### config.mk
export PLATFORM = sky130hd
export DESIGN_NAME = lap_csr
export DESIGN_NICKNAME = d
export VERILOG_FILES = /design/src/rtl/lap_pkg.sv /design/src/rtl/lap_csr.sv
export SDC_FILE = /design/constraint.sdc
export NUM_CORES = 1
export LEC_CHECK = 0
export BUFFER_PORTS_ARGS = -buffer_cell sky130_fd_sc_hd__buf_4
export CAP_MARGIN = 20
export CORE_ASPECT_RATIO = 0.9
export CORE_MARGIN = 2
export CORE_UTILIZATION = 49
export DETAILED_ROUTE_END_ITERATION = 7
export MAX_ROUTING_LAYER = met4
export PLACE_DENSITY = 0.78
export REMOVE_ABC_BUFFERS = 1
export SLEW_MARGIN = 20
export SYNTH_ARGS = -nofsm -noshare
export SYNTH_HDL_FRONTEND = slang
export SYNTH_SLANG_ARGS = --single-unit
### constraint.sdc
create_clock -name clock -period 1.7 [get_ports clock]
set_input_delay 0.34 -clock clock [delete_from_list [all_inputs] [get_ports clock]]
set_output_delay 0.34 -clock clock [all_outputs]
set_load 0.005 [all_outputs]
### src/rtl/lap_pkg.sv
// ----------------------------------------------------------------------------
// lap_pkg
// Shared types and constants of the five-point Laplacian stencil.
// ----------------------------------------------------------------------------
package lap_pkg;

   localparam int DATA_W = 32;   // Q16.16 sample and result width
   localparam int D2_W   = 35;   // exact second difference of three samples
   localparam int DIM_W  = 9;    // grid_width and grid_height registers
   localparam int COEF_W = 32;   // unsigned Q16.16 coefficients
   localparam int IDX_W  = 8;    // configuration register index
   localparam int POS_W  = 8;    // row and column of a result
   localparam int FRAC_W = 16;   // fraction bits of Q16.16

   localparam logic [DIM_W-1:0]  GRID_DIM_RESET = 9'd8;
   localparam logic [COEF_W-1:0] COEF_RESET     = 32'h0001_0000;

   typedef enum logic [IDX_W-1:0] {
      CSR_GRID_WIDTH  = 8'd0,
      CSR_GRID_HEIGHT = 8'd1,
      CSR_COEF_X      = 8'd2,
      CSR_COEF_Y      = 8'd3
   } csr_index_type;

   typedef struct packed {
      logic [DIM_W-1:0]  grid_width;
      logic [DIM_W-1:0]  grid_height;
      logic [COEF_W-1:0] coef_x;
      logic [COEF_W-1:0] coef_y;
   } lap_cfg_type;

   typedef struct packed {
      logic             last;
      logic [POS_W-1:0] row;
      logic [POS_W-1:0] col;
   } lap_meta_type;

endpackage

### src/rtl/lap_csr.sv
// ----------------------------------------------------------------------------
// lap_csr
// Configuration registers: grid size and the two inverse-spacing coefficients.
// ----------------------------------------------------------------------------
module lap_csr (
   input  logic                      clock,
   input  logic                      reset,
   input  logic                      csr_valid,
   output logic                      csr_ready,
   input  logic [lap_pkg::IDX_W-1:0] csr_index,
   input  logic [lap_pkg::DATA_W-1:0] csr_data,
   output lap_pkg::lap_cfg_type      cfg
);
   import lap_pkg::*;

   lap_cfg_type cfg_ff;
   lap_cfg_type cfg_in;

   assign csr_ready = 1'b1;
   assign cfg       = cfg_ff;

   always_comb begin
      cfg_in = cfg_ff;
      if (csr_valid) begin
         // Writes to an index outside the register list are dropped.
         unique case (csr_index_type'(csr_index))
            CSR_GRID_WIDTH:  cfg_in.grid_width  = csr_data[DIM_W-1:0];
            CSR_GRID_HEIGHT: cfg_in.grid_height = csr_data[DIM_W-1:0];
            CSR_COEF_X:      cfg_in.coef_x      = csr_data[COEF_W-1:0];
            CSR_COEF_Y:      cfg_in.coef_y      = csr_data[COEF_W-1:0];
            default: ;
         endcase
      end
   end

   always_ff @(posedge clock) begin
      if (reset) begin
         cfg_ff.grid_width  <= GRID_DIM_RESET;
         cfg_ff.grid_height <= GRID_DIM_RESET;
         cfg_ff.coef_x      <= COEF_RESET;
         cfg_ff.coef_y      <= COEF_RESET;
      end else begin
         cfg_ff <= cfg_in;
      end
   end

endmodule

## Yosys cells after proc, flatten, opt, wreduce, memory -nomap -nowiden

Cells that the tools add are included.

| storage, ports and cells | value |
|---|---|
| flip-flop bits (word level) | 82 |
| bits of input ports | 43 |
| output and inout port bits | 83 |
| logic and storage cells | 12 |

| cells by class | value |
|---|---|
| eq/ne operators | 3 |
| reductions and logical operators | 5 |

Operator list:

| operator | number |
|---|---|
| 8-bit by 2-bit == test with 1-bit output, second input constant | 2 |
| 8-bit by 1-bit == test with 1-bit output, second input constant | 1 |
| 8-bit zero test | 1 |
| 2-bit AND reduction | 4 |

## Depth between registers and ports, before layout

Gate-level depths: netlist (run 1).

| depth | value |
|---|---|
| depth in word-level cells | 2 |
| gate-level depth with buffers | 4 |
| mapped depth without buffers | 3 |

## Worst setup path before layout (run 1)

OpenSTA, ideal clock, no wires.

| timing | value |
|---|---|
| path kind | input to register |
| start point | in csr_index[6] (netlist name) |
| end point | reg cfg_ff, in the netlist cfg[67] |
| setup time | 0.121 ns |
| arrival | 1.487 ns |
| data required time | 1.579 ns |
| setup slack | 0.092 ns |
| stages on the path | 4 |
| path buffers | 1 |
| cell sequence | or4b_1 -> or3_1 -> buf_6 -> mux2i_1 |

| on the way | value |
|---|---|
| word-level cells in the longest chain between the ends | 2 |

RTL lines:

| element | RTL line | source |
|---|---|---|
| start: declaration | lap_csr.sv:10 | `input logic [lap_pkg::IDX_W-1:0] csr_index,` |
| 8-bit by 1-bit == test with 1-bit output | lap_csr.sv:26 | `unique case (csr_index_type'(csr_index))` |
| 2-bit AND reduction (no source line) | - |  |
| end signal: assignment | lap_csr.sv:43 | `cfg_ff <= cfg_in;` |
| end: declaration | lap_csr.sv:16 | `lap_cfg_type cfg_ff;` |

Every way passes these cells.
A chain may end at the register's enable or synchronous reset.

## Worst setup path after layout (run 1)

| timing | value |
|---|---|
| start point | in csr_index[6] (netlist name) |
| end point | reg cfg_ff, in the netlist cfg[65] |

The elaborated chain is that of the path after synthesis.

==> flow_metrics.tcl, run 1 <==
set metrics [dict create \
    drtIter0Drc 84 \
    tns_ns 0 \
    start_util 0.506 \
    drive_gt1_frac 0.349 \
    p_sw_frac 0.205 \
    cp-end-kind "flop" \
    rsz0062_at_grt "no" \
    worst_slack_ns 0.268 \
    via_count 2556 \
    cts_root_buf "clkbuf_8" \
    nets 479 \
    grt_pass1_vias 2484 \
    stdcell_count 531 \
    hp-class "in -> reg" \
    fin_skew_ns 0 \
    largest_reg_flops 82 \
    gp_congestion 0.763 \
    vdd_drop_max_mv 0.621 \
    antenna_found_initial 0 \
    wl_per_cell_microns 14.0 \
    post-place-ws_ns -0.0877 \
    cts.sinks 82 \
    min_to "cfg[48]$_SDFFE_PP1P_" \
    core-area_sq_um 6590 \
    grt_start_max_net_pins 50 \
    holdCritStartpoint "csr_data[16]" \
    avgSynthCellArea_sq_um 10.8 \
    cts_tree "yes" \
    die_width_microns 91.0 \
    synth-compound-area-share 0 \
    timing.final.crit_share 0.842 \
    ios 126 \
    portBuffers 124 \
    reg2reg_slack_ns 1.06 \
    ys_seq_area_frac 0.492 \
    dieHeight_microns 82.3 \
    final_hold_viol_count 0 \
    dp.cells 515 \
    clock_latency_ns 0.34 \
    power_density_nw_per_um2 828 \
    status "finished clean" \
    setup_violations 0 \
    wl_mm 7.42 \
    worstReg2RegStart "cfg[76]$_SDFFE_PP1P_" \
    synth_fa_ha_area_frac 0 \
    area_growth_pct 39.6 \
    reg2reg_to "cfg[76]$_SDFFE_PP1P_" \
    netlist_instances 310 \
    whs_path_depth 3 \
    cts_repair_resize_count 0 \
    synth-simple-area-share 0.231 \
    num_rows 28 \
    syn-cell-area_sq_um 3330 \
    critPathArrivalTime_ns 1.66 \
    design_area_sq_um 4660 \
    track_usage 0.203 \
    drc 0 \
    path_max_fanout 9 \
    r2r_cells 2 \
    cts-hold-fix-buffers 0 \
    cts.clk_slew.worst_paths_ns 0.08 \
    via_per_inst 4.81 \
    synth_top_family_by_area "multiplexers" \
    diodes 0 \
    clock_path_buffers 2 \
    synth.mux.area_fraction 0.246 \
    grt_first_pass_wirelength_mm 11.7 \
    drv_cap 0 \
    dieArea_sq_um 7480 \
    p_leak_nw 2.42 \
    pwr-share-comb 0.053 \
    synthXorXnorAreaFrac 0 \
    grt-ovfl-total 0 \
    dpl.hpwl_mm 5.30 \
    synth-seq-cells 82 \
    fin_crit_ns 1.43 \
    timing.fmax_mhz 698 \
    clkPwrFrac 0.448 \
    cp.required_ns 1.93 \
    htreeDepth 3 \
    dpl_cell_area_sq_um 4400 \
    ys_types 17 \
    numCtsBuffers 9 \
    first_pass_iters 4 \
    seqPwrFrac 0.499 \
    internal_power_mw 3.06 \
    yosys_warnings 0 \
    detail-route-antenna-nets 0 \
    critPathKind "in -> reg" \
    drv_slew 0 \
    p_sw_uw 792 \
    postCtsSetupBuffers 0 \
    critPathLaunchType "input port" \
]
power groups by stage:
stage | clock (mW) | sequential, mW | combinational (mW)
5_1_grt | 1.84 | 1.92 | 0.224
3_3_place_gp | 0 | 1.97 | 0.204
4_1_cts | 1.77 | 1.92 | 0.208
3_5_place_dp | 0 | 1.97 | 0.207
6_report | 1.73 | 1.92 | 0.206
2_1_floorplan | 0 | 1.97 | 0.0783
logic make-up after synthesis:
family | after synthesis
buf+inv | 21
flops | 82
mux | 82
other cells | 1
simple gates | 124
routing by layer:
metal	part of all wire	GRT usage
met4	0.011	0.0485
met3	0.061	0.0753
met5	0	-
met2	0.50	0.353
met1	0.43	0.227
cell usage in the layout, fill, tap and decap left out:
cell type   instances
nand4_1             1
clkinvlp_4          2
buf_4             134
bufinv_16           3
nor4_1              1
nor3b_2             1
clkbuf_8           10
nand3_2             1
dfxtp_1            82
mux2i_1            82
or4b_1              2
clkinv_4            1
nor2_1              6
or3_1               1
nor3_1              1
conb_1              1
nand2b_1          109
buf_12              2
nor4b_1             1
worst max-delay path: stages:
cell     delay, ns
buf_4         0.11
or4b_1        0.53
or3_1         0.35
buf_4         0.20
mux2i_1       0.13
cell usage after synthesis, drive strengths merged:
| cell | n | share of area |
|---|---|---|
| or3 | 1 | 0.0019 |
| nor3 | 1 | 0.0015 |
| nand3 | 1 | 0.0015 |
| nor4 | 1 | 0.0019 |
| conb | 1 | 0.0011 |
| nand4 | 1 | 0.0019 |
| nor3b | 1 | 0.0023 |
| buf | 9 | 0.016 |
| mux2i | 82 | 0.25 |
| nand2b | 109 | 0.20 |
| dfxtp | 82 | 0.49 |
| nor4b | 1 | 0.0026 |
| clkbuf | 12 | 0.014 |
| or4b | 2 | 0.0060 |
| nor2 | 6 | 0.0068 |
metrics by stage:
step	power, mW	hold WS [ns]	util
after floorplan	2.05	0.464	-
after global placement	2.17	0.460	0.669
after detailed placement	2.17	0.465	0.669
after CTS	3.90	0.252	0.707
after global routing	3.99	0.264	0.707
final	3.86	0.268	0.707
worst max path at each step:
stage,startpoint,slack (ns),end
finish,csr_index[6],0.27,cfg[65]$_SDFFE_PP0P_
global route,csr_index[6],0.22,cfg[70]$_SDFFE_PP0P_
global placement,csr_index[6],-0.08,cfg[69]$_SDFFE_PP0P_
floorplan,csr_index[6],-0.90,cfg[0]$_SDFFE_PP0P_
detailed placement,csr_index[6],-0.09,cfg[67]$_SDFFE_PP1P_
CTS,csr_index[6],0.29,cfg[65]$_SDFFE_PP0P_
final cells by class:
cell class	count	area, sq um
Clock buffer	10	138
Timing Repair Buffer	136	1050
Sequential cell	82	1640
Tap cell	90	113
Multi-Input combinational cell	207	1600
Fill cell	539	1930
Clock inverter	6	114
Power figures use the tool's default switching activity.
==> inputs of run 2 (changes only) <==
--- a/config.mk
+++ b/config.mk
@@ -9,10 +9,10 @@
 export CAP_MARGIN = 20
 export CORE_ASPECT_RATIO = 0.9
 export CORE_MARGIN = 2
-export CORE_UTILIZATION = 49
+export CORE_UTILIZATION = 44
 export DETAILED_ROUTE_END_ITERATION = 7
 export MAX_ROUTING_LAYER = met4
-export PLACE_DENSITY = 0.78
+export PLACE_DENSITY = 0.74
 export REMOVE_ABC_BUFFERS = 1
 export SLEW_MARGIN = 20
 export SYNTH_ARGS = -nofsm -noshare
==> constraint.sdc (replaced) <==
create_clock -name clock -period 1.2 [get_ports clock]
set_input_delay 0.24 -clock clock [delete_from_list [all_inputs] [get_ports clock]]
set_output_delay 0.24 -clock clock [all_outputs]
set_load 0.005 [all_outputs]
==> flow_metrics.tcl, run 2 (synthesized netlist as in run 1, its figures left out) <==
set metrics [dict create \
    status "finished, violations left" \
    violations "setup timing" \
    top_layer "met4" \
    wl_mm 7.46 \
    fin_skew_ns 0 \
    drc 0 \
    path_max_fanout 5 \
    rsz0062_at_grt "yes" \
    antenna_found_initial 0 \
    timing.fmax_mhz 748 \
    fin_crit_ns 1.34 \
    tns_ns -2.06 \
    cpMaxStageDelayCell "or4b_4" \
    critPathKind "in -> reg" \
    drv_slew 0 \
    cts_tree "yes" \
    nets 483 \
    track_usage 0.188 \
    cts-hold-fix-buffers 0 \
    cts_root_buf "clkbuf_8" \
    timing.final.crit_share 1.11 \
    n_fill_cell 608 \
    critPathArrivalTime_ns 1.56 \
    dieHeight_microns 86.6 \
    num_rows 30 \
    path_cells "buf_6, or4b_4, or3_4, buf_12, mux2i_1" \
    drv_cap 0 \
    numCtsBuffers 9 \
    via_per_inst 4.71 \
    detail-route-antenna-nets 0 \
    cp.required_ns 1.42 \
    first_pass_iters 4 \
    hp-class "in -> reg" \
    dpl.hpwl_mm 5.14 \
    htreeDepth 3 \
    diodes 0 \
    via_count 2549 \
    grt_first_pass_wirelength_mm 11.7 \
    wl_met3_microns 413 \
    p_leak_nw 2.48 \
    wl_per_cell_microns 13.8 \
    power_density_nw_per_um2 1120 \
    drtIter0Drc 44 \
    largest_reg_flops 82 \
    clock_path_buffers 2 \
    die_width_microns 95.8 \
    drive_gt1_frac 0.360 \
    clock_latency_ns 0.34 \
    dp.cells 523 \
    wl_met1_mm 3.24 \
    ios 126 \
    cp-end-kind "flop" \
    final_hold_viol_count 0 \
    area_growth_pct 43.0 \
    core-area_sq_um 7430 \
    cts.clk_slew.worst_paths_ns 0.08 \
    start_util 0.449 \
    slowest_delay_ns 0.52 \
    wl_met2_mm 3.64 \
    layout_commonest_cell "buf_4" \
    final_cell_mix "buf_4, nand2b_1, mux2i_1, dfxtp_1, clkbuf_8" \
    gp_congestion 0.781 \
    grt_start_max_net_pins 61 \
    worst_slack_ns -0.137 \
    portBuffers 124 \
    stdcell_count 541 \
    setup_violations 23 \
    dieArea_sq_um 8290 \
    critPathLaunchType "input port" \
    vdd_drop_max_mv 0.591 \
    grt-ovfl-total 0 \
    cts.sinks 82 \
    grt_pass1_vias 2522 \
]
run 2: cell types whose count changed in the layout (fill, tap and decap cells not counted), moves of 2 or more:
cell      change
buf_6         +6
buf_4         -5
buf_12        +2
clkbuf_1      +2
or4b_1        -2
or4b_4        +2
run 2: stage by stage:
| stage | utilization | setup slack (ns) | power, mW | hold slack (ns) | instance area, sq um |
|---|---|---|---|---|---|
| 5_1_grt | 0.642 | -0.153 | 5.55 | 0.174 | 4770 |
| 6_report | 0.642 | -0.137 | 5.36 | 0.176 | 4770 |
| 3_5_place_dp | 0.597 | -0.561 | 3.09 | 0.466 | 4440 |
| 2_1_floorplan | - | -1.30 | 2.90 | 0.396 | 3240 |
| 4_1_cts | 0.639 | -0.115 | 5.44 | 0.159 | 4750 |
| 3_3_place_gp | 0.597 | -0.488 | 3.09 | 0.460 | 4440 |
run 2: layout make-up:
class / count / area [sq um] / share of cell area
flip-flops and latches: 82 / 1640 / 0.344
clock inverters: 5 / 103 / 0.0215
repair buffers: 140 / 1140 / 0.240
clock buffers: 11 / 131 / 0.0276
well taps: 96 / 120 / 0.0252
multi-input cells: 207 / 1630 / 0.342
run 2: worst paths after layout:
| check | startpoint | end | slack [ns] | cells after the start |
|---|---|---|---|---|
| setup / recovery | csr_index[4] | cfg[71]$_SDFFE_PP0P_ | -0.14 | 5 |
| hold / removal | csr_data[16] | cfg[48]$_SDFFE_PP1P_ | 0.18 | 3 |
| setup reg to reg | cfg[76]$_SDFFE_PP1P_ | cfg[76]$_SDFFE_PP1P_ | 0.55 | 2 |
| hold reg to reg | cfg[21]$_SDFFE_PP0P_ | cfg[21]$_SDFFE_PP0P_ | 0.48 | 2 |
run 2: what timing repair did:
action	4_1_cts	5_1_grt
endpoints found under the hold margin	0	0
buffers inserted	0	1
endpoints found under the setup margin	45	18
gates cloned	1	0
pin swaps	2	1
gates resized for setup	13	2
run 2: critical path: cells and delay by family:
family        cells  cell delay, ns
mux               1            0.11
simple gates      2            0.95
buf+inv           2            0.25
run 2: routing by layer:
metal / track usage / vias up
met4: 0.0818 / 0
met3: 0.0461 / 16
li1: - / 1280
met5: - / -
met2: 0.303 / 76
met1: 0.223 / 1177
run 2: power by group:
group | leakage [nW] | internal (mW) | switching (mW)
combinational | 1.71 | 0.197 | 0.121
clock | 0.114 | 1.38 | 0.938
sequential | 0.660 | 2.72 | 0.00183
